$ cat src/hw/rtl/dte_pkg.sv
`timescale 1ns / 1ps
// ----------------------------------------------------------------------------
// dte_pkg
// types, codes and calendar constants shared by the date to epoch pipeline
// ----------------------------------------------------------------------------
package dte_pkg;

  localparam int unsigned SecsPerMin  = 60;
  localparam int unsigned SecsPerHour = 60 * SecsPerMin;
  localparam int unsigned SecsPerDay  = 24 * SecsPerHour;
  localparam int unsigned DaysPerYear = 365;
  localparam int unsigned CenturySplit = 70;
  localparam int unsigned YearsTo2000  = 2000 - 1970;

  localparam int unsigned LenShort = 10;
  localparam int unsigned LenLong  = 12;

  typedef enum logic [1:0] {
    STS_OK        = 2'd0,
    STS_BAD_LEN   = 2'd1,
    STS_BAD_FIELD = 2'd2,
    STS_NOT_POS   = 2'd3
  } status_e;

  typedef struct packed {
    logic [15:0] year_chars;
    logic [15:0] month_chars;
    logic [15:0] day_chars;
    logic [15:0] hour_chars;
    logic [15:0] minute_chars;
    logic [15:0] second_chars;
    logic [5:0]  text_length;
  } in_t;

  typedef struct packed {
    logic [31:0] epoch_seconds;
    status_e     status;
  } out_t;

  // days before the first of a month in a common year, month 1..12
  function automatic logic [8:0] days_before_month(input logic [3:0] mo);
    logic [8:0] d;
    unique case (mo)
      4'd1:    d = 9'd0;
      4'd2:    d = 9'd31;
      4'd3:    d = 9'd59;
      4'd4:    d = 9'd90;
      4'd5:    d = 9'd120;
      4'd6:    d = 9'd151;
      4'd7:    d = 9'd181;
      4'd8:    d = 9'd212;
      4'd9:    d = 9'd243;
      4'd10:   d = 9'd273;
      4'd11:   d = 9'd304;
      4'd12:   d = 9'd334;
      default: d = 9'd0;
    endcase
    return d;
  endfunction

endpackage

$ cat src/hw/rtl/dte_pair_dec.sv
`timescale 1ns / 1ps
// ----------------------------------------------------------------------------
// dte_pair_dec
// decodes two ascii digits, first in the upper byte, into a value 0..99
// ----------------------------------------------------------------------------
module dte_pair_dec (
  input  logic [15:0] chars_i,
  output logic [6:0]  val_o,
  output logic        ok_o
);

  logic [7:0] hi, lo;
  logic       hi_ok, lo_ok;

  assign hi = chars_i[15:8];
  assign lo = chars_i[7:0];

  assign hi_ok = (hi >= 8'h30) && (hi <= 8'h39);
  assign lo_ok = (lo >= 8'h30) && (lo <= 8'h39);
  assign ok_o  = hi_ok && lo_ok;

  // only the low nibble matters once the digit checks pass
  assign val_o = 7'(hi[3:0]) * 7'd10 + 7'(lo[3:0]);

endmodule

$ cat src/hw/rtl/date_text_to_epoch_seconds.sv
`timescale 1ns / 1ps
// ----------------------------------------------------------------------------
// date_text_to_epoch_seconds
// ascii yymmddhhmm[ss] date text to seconds since 1970-01-01, modulo 2^32
// ----------------------------------------------------------------------------
// Four-stage pipeline that takes one item per clock while the output is not
// stalled and returns one result per item. Stage 1 checks the length and
// decodes the digit pairs, stage 2 forms the day count (years in closed form,
// month table, leap day, day of month) and the minute of day, stage 3 does
// the 32 x 17 multiply by seconds per day, stage 4 adds the pieces and sets
// the status. All stages move together on one enable: when the output holds
// an item that is not taken, the whole pipe holds, so nothing is lost or
// repeated. Years 00..69 mean 20yy, 70..99 mean 19yy. Status 1 is a bad
// length, 2 a non-digit or a month outside 1..12 (both with zero seconds),
// 3 a result that is zero or has bit 31 set (value still given).
// ----------------------------------------------------------------------------
module date_text_to_epoch_seconds (
  input  logic          clk_i,
  input  logic          rst_ni,
  input  logic          in_valid_i,
  output logic          in_ready_o,
  input  dte_pkg::in_t  in_data_i,
  output logic          out_valid_o,
  input  logic          out_ready_i,
  output dte_pkg::out_t out_data_o
);

  import dte_pkg::*;

  // global advance enable, open whenever the last stage is empty or drained
  logic en;

  // ---------------- stage 1: length check and digit decode ----------------
  logic [6:0] yy_v, mo_v, dd_v, hh_v, mi_v, ss_v;
  logic       yy_ok, mo_ok, dd_ok, hh_ok, mi_ok, ss_ok;
  logic       len_short, len_long, fields_ok;
  status_e    st1_d;
  logic [6:0] idx1_d;

  dte_pair_dec u_yy (.chars_i(in_data_i.year_chars),   .val_o(yy_v), .ok_o(yy_ok));
  dte_pair_dec u_mo (.chars_i(in_data_i.month_chars),  .val_o(mo_v), .ok_o(mo_ok));
  dte_pair_dec u_dd (.chars_i(in_data_i.day_chars),    .val_o(dd_v), .ok_o(dd_ok));
  dte_pair_dec u_hh (.chars_i(in_data_i.hour_chars),   .val_o(hh_v), .ok_o(hh_ok));
  dte_pair_dec u_mi (.chars_i(in_data_i.minute_chars), .val_o(mi_v), .ok_o(mi_ok));
  dte_pair_dec u_ss (.chars_i(in_data_i.second_chars), .val_o(ss_v), .ok_o(ss_ok));

  assign len_short = (in_data_i.text_length == 6'(LenShort));
  assign len_long  = (in_data_i.text_length == 6'(LenLong));

  // seconds pair only counts in the long form
  assign fields_ok = yy_ok && mo_ok && dd_ok && hh_ok && mi_ok && (ss_ok || !len_long)
                     && (mo_v >= 7'd1) && (mo_v <= 7'd12);

  always_comb begin
    if (!len_short && !len_long) begin
      st1_d = STS_BAD_LEN;
    end else if (!fields_ok) begin
      st1_d = STS_BAD_FIELD;
    end else begin
      st1_d = STS_OK;
    end
  end

  // years since 1970, 0..99
  assign idx1_d = (yy_v < 7'(CenturySplit)) ? yy_v + 7'(YearsTo2000)
                                            : yy_v - 7'(CenturySplit);

  logic       v1_q;
  status_e    st1_q;
  logic [6:0] idx1_q, dd1_q, hh1_q, mi1_q, ss1_q;
  logic [3:0] mo1_q;

  always_ff @(posedge clk_i or negedge rst_ni) begin
    if (!rst_ni) begin
      v1_q <= 1'b0;
    end else if (en) begin
      v1_q <= in_valid_i;
    end
  end

  always_ff @(posedge clk_i) begin
    if (en) begin
      st1_q  <= st1_d;
      idx1_q <= idx1_d;
      mo1_q  <= mo_v[3:0];
      dd1_q  <= dd_v;
      hh1_q  <= hh_v;
      mi1_q  <= mi_v;
      ss1_q  <= len_long ? ss_v : 7'd0;
    end
  end

  // ---------------- stage 2: day count and minute of day ----------------
  // within 1970..2069 the century terms cancel (2000 is a leap year), so
  // leap days before the year are (idx + 1) / 4
  logic [16:0] year_days;
  logic [6:0]  idx_p1;
  logic [4:0]  leap_days;
  logic        leap_year, leap_add;
  logic [31:0] days2_d;
  logic [12:0] mins2_d;

  assign year_days = 17'(idx1_q) * 17'(DaysPerYear);
  assign idx_p1    = idx1_q + 7'd1;
  assign leap_days = idx_p1[6:2];
  assign leap_year = (idx1_q[1:0] == 2'd2);
  assign leap_add  = leap_year && (mo1_q > 4'd2);

  // day 00 wraps to minus one day here
  assign days2_d = 32'(year_days) + 32'(leap_days) + 32'(days_before_month(mo1_q))
                 + 32'(leap_add) + 32'(dd1_q) - 32'd1;
  assign mins2_d = 13'(hh1_q) * 13'(SecsPerMin) + 13'(mi1_q);

  logic        v2_q;
  status_e     st2_q;
  logic [31:0] days2_q;
  logic [12:0] mins2_q;
  logic [6:0]  ss2_q;

  always_ff @(posedge clk_i or negedge rst_ni) begin
    if (!rst_ni) begin
      v2_q <= 1'b0;
    end else if (en) begin
      v2_q <= v1_q;
    end
  end

  always_ff @(posedge clk_i) begin
    if (en) begin
      st2_q   <= st1_q;
      days2_q <= days2_d;
      mins2_q <= mins2_d;
      ss2_q   <= ss1_q;
    end
  end

  // ---------------- stage 3: scale to seconds ----------------
  logic        v3_q;
  status_e     st3_q;
  logic [31:0] dsec3_q;
  logic [18:0] rsec3_q;

  always_ff @(posedge clk_i or negedge rst_ni) begin
    if (!rst_ni) begin
      v3_q <= 1'b0;
    end else if (en) begin
      v3_q <= v2_q;
    end
  end

  always_ff @(posedge clk_i) begin
    if (en) begin
      st3_q   <= st2_q;
      dsec3_q <= days2_q * 32'(SecsPerDay);
      rsec3_q <= 19'(mins2_q) * 19'(SecsPerMin) + 19'(ss2_q);
    end
  end

  // ---------------- stage 4: final sum and status ----------------
  logic [31:0] secs4;
  out_t        out4_d;

  assign secs4 = dsec3_q + 32'(rsec3_q);

  always_comb begin
    if (st3_q != STS_OK) begin
      out4_d.epoch_seconds = 32'd0;
      out4_d.status        = st3_q;
    end else begin
      out4_d.epoch_seconds = secs4;
      out4_d.status        = ((secs4 == 32'd0) || secs4[31]) ? STS_NOT_POS : STS_OK;
    end
  end

  logic v4_q;
  out_t out4_q;

  always_ff @(posedge clk_i or negedge rst_ni) begin
    if (!rst_ni) begin
      v4_q <= 1'b0;
    end else if (en) begin
      v4_q <= v3_q;
    end
  end

  always_ff @(posedge clk_i) begin
    if (en) begin
      out4_q <= out4_d;
    end
  end

  assign en          = !v4_q || out_ready_i;
  assign in_ready_o  = en;
  assign out_valid_o = v4_q;
  assign out_data_o  = out4_q;

endmodule

$ cat config.mk
export PLATFORM = sky130hd
export DESIGN_NAME = date_text_to_epoch_seconds
export DESIGN_NICKNAME = d
export VERILOG_FILES = /design/src/hw/rtl/dte_pkg.sv /design/src/hw/rtl/dte_pair_dec.sv /design/src/hw/rtl/date_text_to_epoch_seconds.sv
export SDC_FILE = /design/constraint.sdc
export NUM_CORES = 1
export LEC_CHECK = 0
export BUFFER_PORTS_ARGS = -buffer_cell sky130_fd_sc_hd__buf_2
export CORE_ASPECT_RATIO = 1.1
export CORE_MARGIN = 2
export CORE_UTILIZATION = 50
export CTS_BUF_LIST = sky130_fd_sc_hd__clkbuf_8
export DETAILED_ROUTE_END_ITERATION = 7
export PLACE_DENSITY = 0.67
export SLEW_MARGIN = 15
export SYNTH_ARGS = -nofsm -noshare
export SYNTH_HDL_FRONTEND = slang
export SYNTH_HIERARCHICAL = 1
export SYNTH_SLANG_ARGS = --single-unit
$ cat constraint.sdc
create_clock -name clk_i -period 12.05 [get_ports clk_i]
set_input_delay 0.6025 -clock clk_i [delete_from_list [all_inputs] [get_ports clk_i]]
set_output_delay 0.6025 -clock clk_i [all_outputs]
set_load 0.02 [all_outputs]
## After elaboration in Yosys (flattened, before gate mapping)

Memory sizes are Yosys's and may differ from the RTL's. A register that Yosys moved wholly into a read port is not among the register bits.
Index checks and enable logic that the tools add are counted.

| word-level totals | value |
|---|---|
| register bits after elaboration | 179 |
| bits in read-only memories | 144 |
| input port bits | 106 |
| output and inout port bits | 36 |
| memories | 1 |

Memory list:

| memory | depth | bits a word | read ports | clocked after Yosys merged registers in | write ports | RTL line | source |
|---|---|---|---|---|---|---|---|
| (name not given) | 16 | 9 | 1 | 1 | 0 | dte_pkg.sv:43 | `unique case (mo)` |

| cells by class | value |
|---|---|
| add/subtract/negate cells | 17 |
| multiply operators | 10 |
| order comparisons | 28 |
| eq/ne operators | 3 |
| mux-type cells | 5 |
| reduce and logical (&&, ||, !) cells | 35 |

Operators by type and width:

| cell | number |
|---|---|
| >= comparator 8 x 6 -> 1 bit (second input constant) | 12 |
| less-or-equal comparator 8 x 6 -> 1 bit (second input constant) | 12 |
| adder 7 x 4 -> 7 bit | 6 |
| multiplier 4 x 3 -> 6 bit (second input constant) | 6 |
| adder 32 x 19 -> 32 bit | 1 |
| logical NOT 32 bit | 1 |
| multiplier 32 x 10 -> 25 bit (second input constant) | 1 |
| logical AND 1 bit | 27 |
| subtractor 20 x 1 -> 21 bit (second input constant) | 1 |
| adder 19 x 7 -> 20 bit | 1 |
| adder 18 x 1 -> 19 bit | 1 |
| adder 19 x 7 -> 19 bit | 1 |
| adder 17 x 9 -> 18 bit | 1 |
| adder 16 x 5 -> 17 bit | 1 |
| multiplier 13 x 4 -> 17 bit (second input constant) | 1 |
| multiplier 7 x 9 -> 16 bit (second input constant) | 1 |
| adder 13 x 7 -> 13 bit | 1 |
| equality test 6 x 4 -> 1 bit (second input constant) | 2 |
| multiplier 7 x 4 -> 11 bit (second input constant) | 1 |
| adder 7 x 1 -> 7 bit (second input constant) | 1 |
| adder 7 x 5 -> 7 bit (second input constant) | 1 |
| >= comparator 7 x 1 -> 1 bit (second input constant) | 1 |
| less-or-equal comparator 7 x 4 -> 1 bit (second input constant) | 1 |
| < comparator 7 bit (second input constant) | 1 |
| 9 further kinds | 15 |

## Logic depth before layout (Yosys ltp)

| depth | value |
|---|---|
| depth in word-level cells | 11 |
| depth in mapped cells | 23 |
| gate-level depth less buffers | 23 |

## Modules after synthesis

The synthesis kept the hierarchy.

By module, submodules not included:

| module | instances | cells each | area each (um^2) |
|---|---|---|---|
| date_text_to_epoch_seconds | 1 | 1365 | 15063.2 |
| dte_pair_dec | 6 | 30 | 256.5 |

## Worst setup path after synthesis

OpenSTA, ideal clock, no wires.

| timing | value |
|---|---|
| kind | input -> register |
| from | in out_ready_i |
| to | reg with a tool-made name |
| library setup time | 0.155 ns |
| data arrival time | 7.841 ns |
| required time | 11.895 ns |
| path slack | 4.054 ns |
| cell stages on the path | 6 |
| buffers on the path | 1 |
| cells stage by stage | nand2b_1 clkbuf_1 mux2i_1 ha_1 nand2_1 o21ai_0 |

RTL lines:

| what | RTL line | source |
|---|---|---|
| start, declared | date_text_to_epoch_seconds.sv:24 | `input logic out_ready_i,` |

## Final worst setup path

| timing | value |
|---|---|
| from | reg idx1_q[0] |
| to | reg days2_q[19], data pin |

| on the way | value |
|---|---|
| longest elaborated chain between the ends | 6 |
| elaborated cells on any way between the ends | 9 |
| classes of those cells | add/sub: 6; mul: 1; eq/ne: 1; reduce/logical: 1 |

Ends and longest elaborated chain:

| what | RTL line | source |
|---|---|---|
| start, declared | date_text_to_epoch_seconds.sv:70 | `logic [6:0] idx1_q, dd1_q, hh1_q, mi1_q, ss1_q;` |
| start signal, assigned | date_text_to_epoch_seconds.sv:84 | `idx1_q <= idx1_d;` |
| multiplier 7 x 9 -> 16 bit or adder 7 x 1 -> 7 bit (tied branches) | date_text_to_epoch_seconds.sv:103, date_text_to_epoch_seconds.sv:104 |  |
| adder 16 x 5 -> 17 bit | date_text_to_epoch_seconds.sv:110 | `assign days2_d = 32'(year_days) + 32'(leap_days) + 32'(days_before_month(mo1_q))` |
| adder 17 x 9 -> 18 bit | date_text_to_epoch_seconds.sv:110 |  |
| adder 18 x 1 -> 19 bit (*) | date_text_to_epoch_seconds.sv:111 | `+ 32'(leap_add) + 32'(dd1_q) - 32'd1;` |
| adder 19 x 7 -> 20 bit (*) | date_text_to_epoch_seconds.sv:111 |  |
| subtractor 20 x 1 -> 21 bit (*) | date_text_to_epoch_seconds.sv:111 |  |
| via days2_d[19] | date_text_to_epoch_seconds.sv:100 | `logic [31:0] days2_d;` |
| end signal, assigned | date_text_to_epoch_seconds.sv:131 | `days2_q <= days2_d;` |
| end, declared | date_text_to_epoch_seconds.sv:116 | `logic [31:0] days2_q;` |

Mark *: on every way through the listed nets, which the timed path passes. The rest lies on a longest branch.
A chain may end at the register's enable or synchronous reset.

==> metrics list <==
* Post-synthesis cell type with the largest combined area: edfxtp_1
- The number of global-route vias before repair was between 10000 and 15000.
* Cell repeated most along the worst path: inv_1
* Max frequency: ~170 MHz
- In the routed design, unresolved DRC markers number 0.
- Final Max Slew Viols: 0
- Post-synth EDFFs: between 150 and 200
* Final worst-path cycle share: 48.0%
- Clock sink count: between 150 and 200
- The die is approximately 180 um wide.
- Setup violations remaining at the end of the flow were counted as 0.
* Post-synthesis share of cell area spent on and, or, nand and nor gates: 10.6%
- 142 I/O pins were placed.
* Worst slew pin tran: roughly 0.97 ns
- Avg Inst Size Synth: 10.7 um^2
- Dividing the detail-routed wire length by the instance count gives ~14 um.
- Yosys attributes the largest share of cell area to edfxtp_1 (30%), ha_1 (18%), fa_1 (17%).
- Summed over all failing endpoints, the final setup total negative slack is 0 ns.
- The post-route netlist has 13.1% of its cells at a drive strength greater than 1.
- Share of synthesized cell area in full adder, half adder and majority cells: about a third
- Hold_ws: slightly below 0.3 ns
* Area Growth Syn to Fin: 9.90%
- STA classifies the critical path startpoint as a flip-flop.
* Standard-cell rows: 69
- Die Outline Area: roughly 35000 um^2
- The routed layout has between 10000 and 15000 vias.
- Core area: 32500 um^2
- Prevailing post-synth register cell: edfxtp_1
- In this run the critical register-to-register path is launched from idx1_q[0]$_DFFE_PP_.
* Setup repair after global routing missed its margin: no
* Worst min-delay path startpoint: in_data_i[54]
- The net count of the finished layout is between 2000 and 2500.
- Buffers inserted during post-CTS setup optimization: 0
* Clock insertion delay at the later pin of the skew report: 0.49 ns
- Multiplexer fraction of the synthesized cell area: less than 1%
* TritonCTS buffer count: 17
- Max incr delay on CP: roughly 0.59 ns
* CP Data Required Time: around 12 ns
- Quantity of I/O buffers inserted on ports: roughly 140
- At the end of routability-driven placement, the weighted congestion stood at around 0.88.
- From bottom edge to top edge, the die measures 195 um.
* Residual antenna-violating net count after detailed routing: 0
* Maximum fanout along the worst path: 9
* Overall routed net length: between 20000 and 30000 um
- The clock passes through at most 2 buffers.
- Minimum clock period: 5.79 ns
* Critical path cell sequence: inv_1 > fa_1 > inv_1 > ha_1 > inv_1 > fa_1 > inv_1 > fa_1 > inv_1 > fa_1 > inv_1 > ha_1 > a21o_1 > a21oi_2 > o21ai_1 > a2111o_1 > a31o_1 > a21oi_2 > o211ai_1 > a31oi_1 > xnor2_1
- Max Cap Viol: 0
* Count of unique library cells instantiated by Yosys: between 80 and 90
* Cell chosen for the clock root: clkbuf_8
- The number of hold buffers added after CTS was 1.
- For this run, the share of the core covered by cells in the final layout is around 56%.
- CTS built an H-tree with a depth of 4.
- Dividing the detail-routed via count by the number of cells gives ~5.
- Starting utilization of the core area: 51.0%
- The synthesized netlist devotes 9.61% of its cell area to compound gates.
- After Yosys synthesis, XOR and XNOR cells account for approximately 7.2% of the synthesized area.
- By area, the combinational part of the netlist is dominated by adder cells.
- Post-cts resize count: 0
- TritonCTS built the clock tree.
* Share of synthesized flip-flops with an asynchronous set or reset: under 10%
- The critical path starts at idx1_q[0]$_DFFE_PP_.
* First-pass GRT wire length: around 50000 um
- In this run, the number of DRC markers left after iteration 0 of detailed routing was between 400 and 500.
* Global Route Usage Sum: 17.5%
- The number of antenna violations at the first check in global routing was 0.
- The pre-antenna-repair detailed-routing pass consisted of 4 iterations.
- Status: completed
- During synthesis, Yosys emitted a total of 6 warnings.
* Final hold viol count: 0
* Data arrival, critical path: 6.00 ns
- Kind of path behind the tightest hold check: input port to flip-flop
- Yosys top cell area share: between 20% and 30%
- Cell at the slowest stage of the critical path: edfxtp_1
* Maximum number of pins on one net before global-route repair: 82
- Number of instances in the synthesized netlist: ~1500
* CP endpoint kind: flip-flop
- Detail Placement HPWL: between 20000 and 25000 um
* Flop and latch count out of synthesis: roughly 180
* Worst slew margin relative to its limit: between 30% and 40%
- Counting every net in the synthesized netlist gives slightly above 2000.
* Clock slew at the register clock pins of the worst setup and hold paths: approximately 0.12 ns
- After global routing the overflow that remains totals 0.
- Worst clock skew: approximately 0.022 ns
* Count of inserted antenna diode cells: 0
- After synthesis the cells add up to about 17000 um^2.
* Worst setup path class: flip-flop to flip-flop
- Sequential elements use 31.4% of the synthesized area.
cells by family (layout without fill, tap and decap cells):
| group | Yosys count | count (layout) |
|---|---|---|
| AOI/OAI and AO/OA | 223 | 223 |
| xor gates and xnor gates | 136 | 136 |
| adders and majority gates | 373 | 373 |
| buffers and inverters | 278 | 440 |
| DFF | 177 | 177 |
| muxes | 8 | 8 |
| and+or+nand+nor | 350 | 350 |
area by class of cell:
| class | instances | area [um^2] |
|---|---|---|
| clock inverters | 15 | 214 |
| inverters | 264 | 991 |
| fillers | 2792 | 14300 |
| repair buffers | 144 | 731 |
| well taps | 426 | 533 |
| flip-flops and latches | 177 | 5200 |
| multi-input cells | 1090 | 10300 |
| clock buffers | 17 | 234 |
through the flow:
step | setup slack, ns | std cells | cell area (um^2)
after global routing | 5.93 | 2133 | 18200
after global placement | 6.38 | 2100 | 17800
after detailed placement | 6.25 | 2100 | 17800
after floorplan | 4.05 | 1545 | 16600
final | 6.26 | 2133 | 18200
after CTS | 6.22 | 2133 | 18200
registers in the layout (all words and copies together) (netlist names), 4 cells and up, named ones only:
name and count:
mins2_q 13, ss2_q 7, idx1_q 7, hh1_q 7, rsec3_q 19, mo1_q 4
days2_q 21, ss1_q 7, dsec3_q 25, mi1_q 7, out_data_o 34, dd1_q 7
metal layers:
layer	track usage, %	part of all wire, %	vias to the layer above
met3	2.41	3.6	25
li1	-	-	5541
met1	22.4	45	5084
met4	4.37	1.2	0
met5	0	0	-
met2	31.2	50	220
synthesized netlist by cell type, drive strengths merged, types with 7 or more instances:
master    n
xnor2    93
inv     264
o211ai    8
nor2     83
xor2     43
nand4    12
nor2b    11
nand2b    7
nand2    88
clkbuf    8
a21oi    60
edfxtp  164
a31oi    10
fa      138
and2     27
dfxtp     9
o21a      9
nand3    46
nor3     28
ha      235
o21ai    52
a21o     24
or3       9
o21bai    7
a21boi    9
and3     12
critical path: cells and delay by family (launching register included):
family                     cells  cell delay (ns)
adders and majority gates      6             2.69
DFF                            1             0.59
xor gates and xnor gates       1             0.09
buffers and inverters          6             0.38
AOI/OAI and AO/OA              8             1.76
worst paths after layout:
check | end | slack (ns) | depth (start not counted)
worst max-delay path | days2_q[19]$_DFFE_PP_ | 6.26 | 21
worst min-delay path | dd1_q[0]$_DFFE_PP_ | 0.29 | 1
worst max register to register | days2_q[19]$_DFFE_PP_ | 6.26 | 21
worst min register to register | mins2_q[0]$_DFFE_PP_ | 0.41 | 0
max in group asynchronous | out_valid_o$_DFFE_PN0P_ | 11.49 | 2
min in group asynchronous | v3_q$_DFFE_PN0P_ | 0.42 | 2
layout by cell type, fill, tap and decap left out, types with 10 or more instances in the layout:
cell	instances
fa_1	138
nor2b_1	10
a31oi_1	10
nand4_1	11
a21oi_1	43
buf_2	141
nor3_1	28
edfxtp_1	164
ha_1	235
o21ai_0	40
and2_1	26
a21oi_2	17
nand3_1	46
xnor2_1	93
and3_1	12
inv_1	264
nor2_1	83
a21o_1	24
nand2_1	87
clkbuf_8	17
xor2_1	43
Power is left out: the tool's default activity adds up to more than one toggle a clock period on the data nets, which glitch-free logic cannot reach.
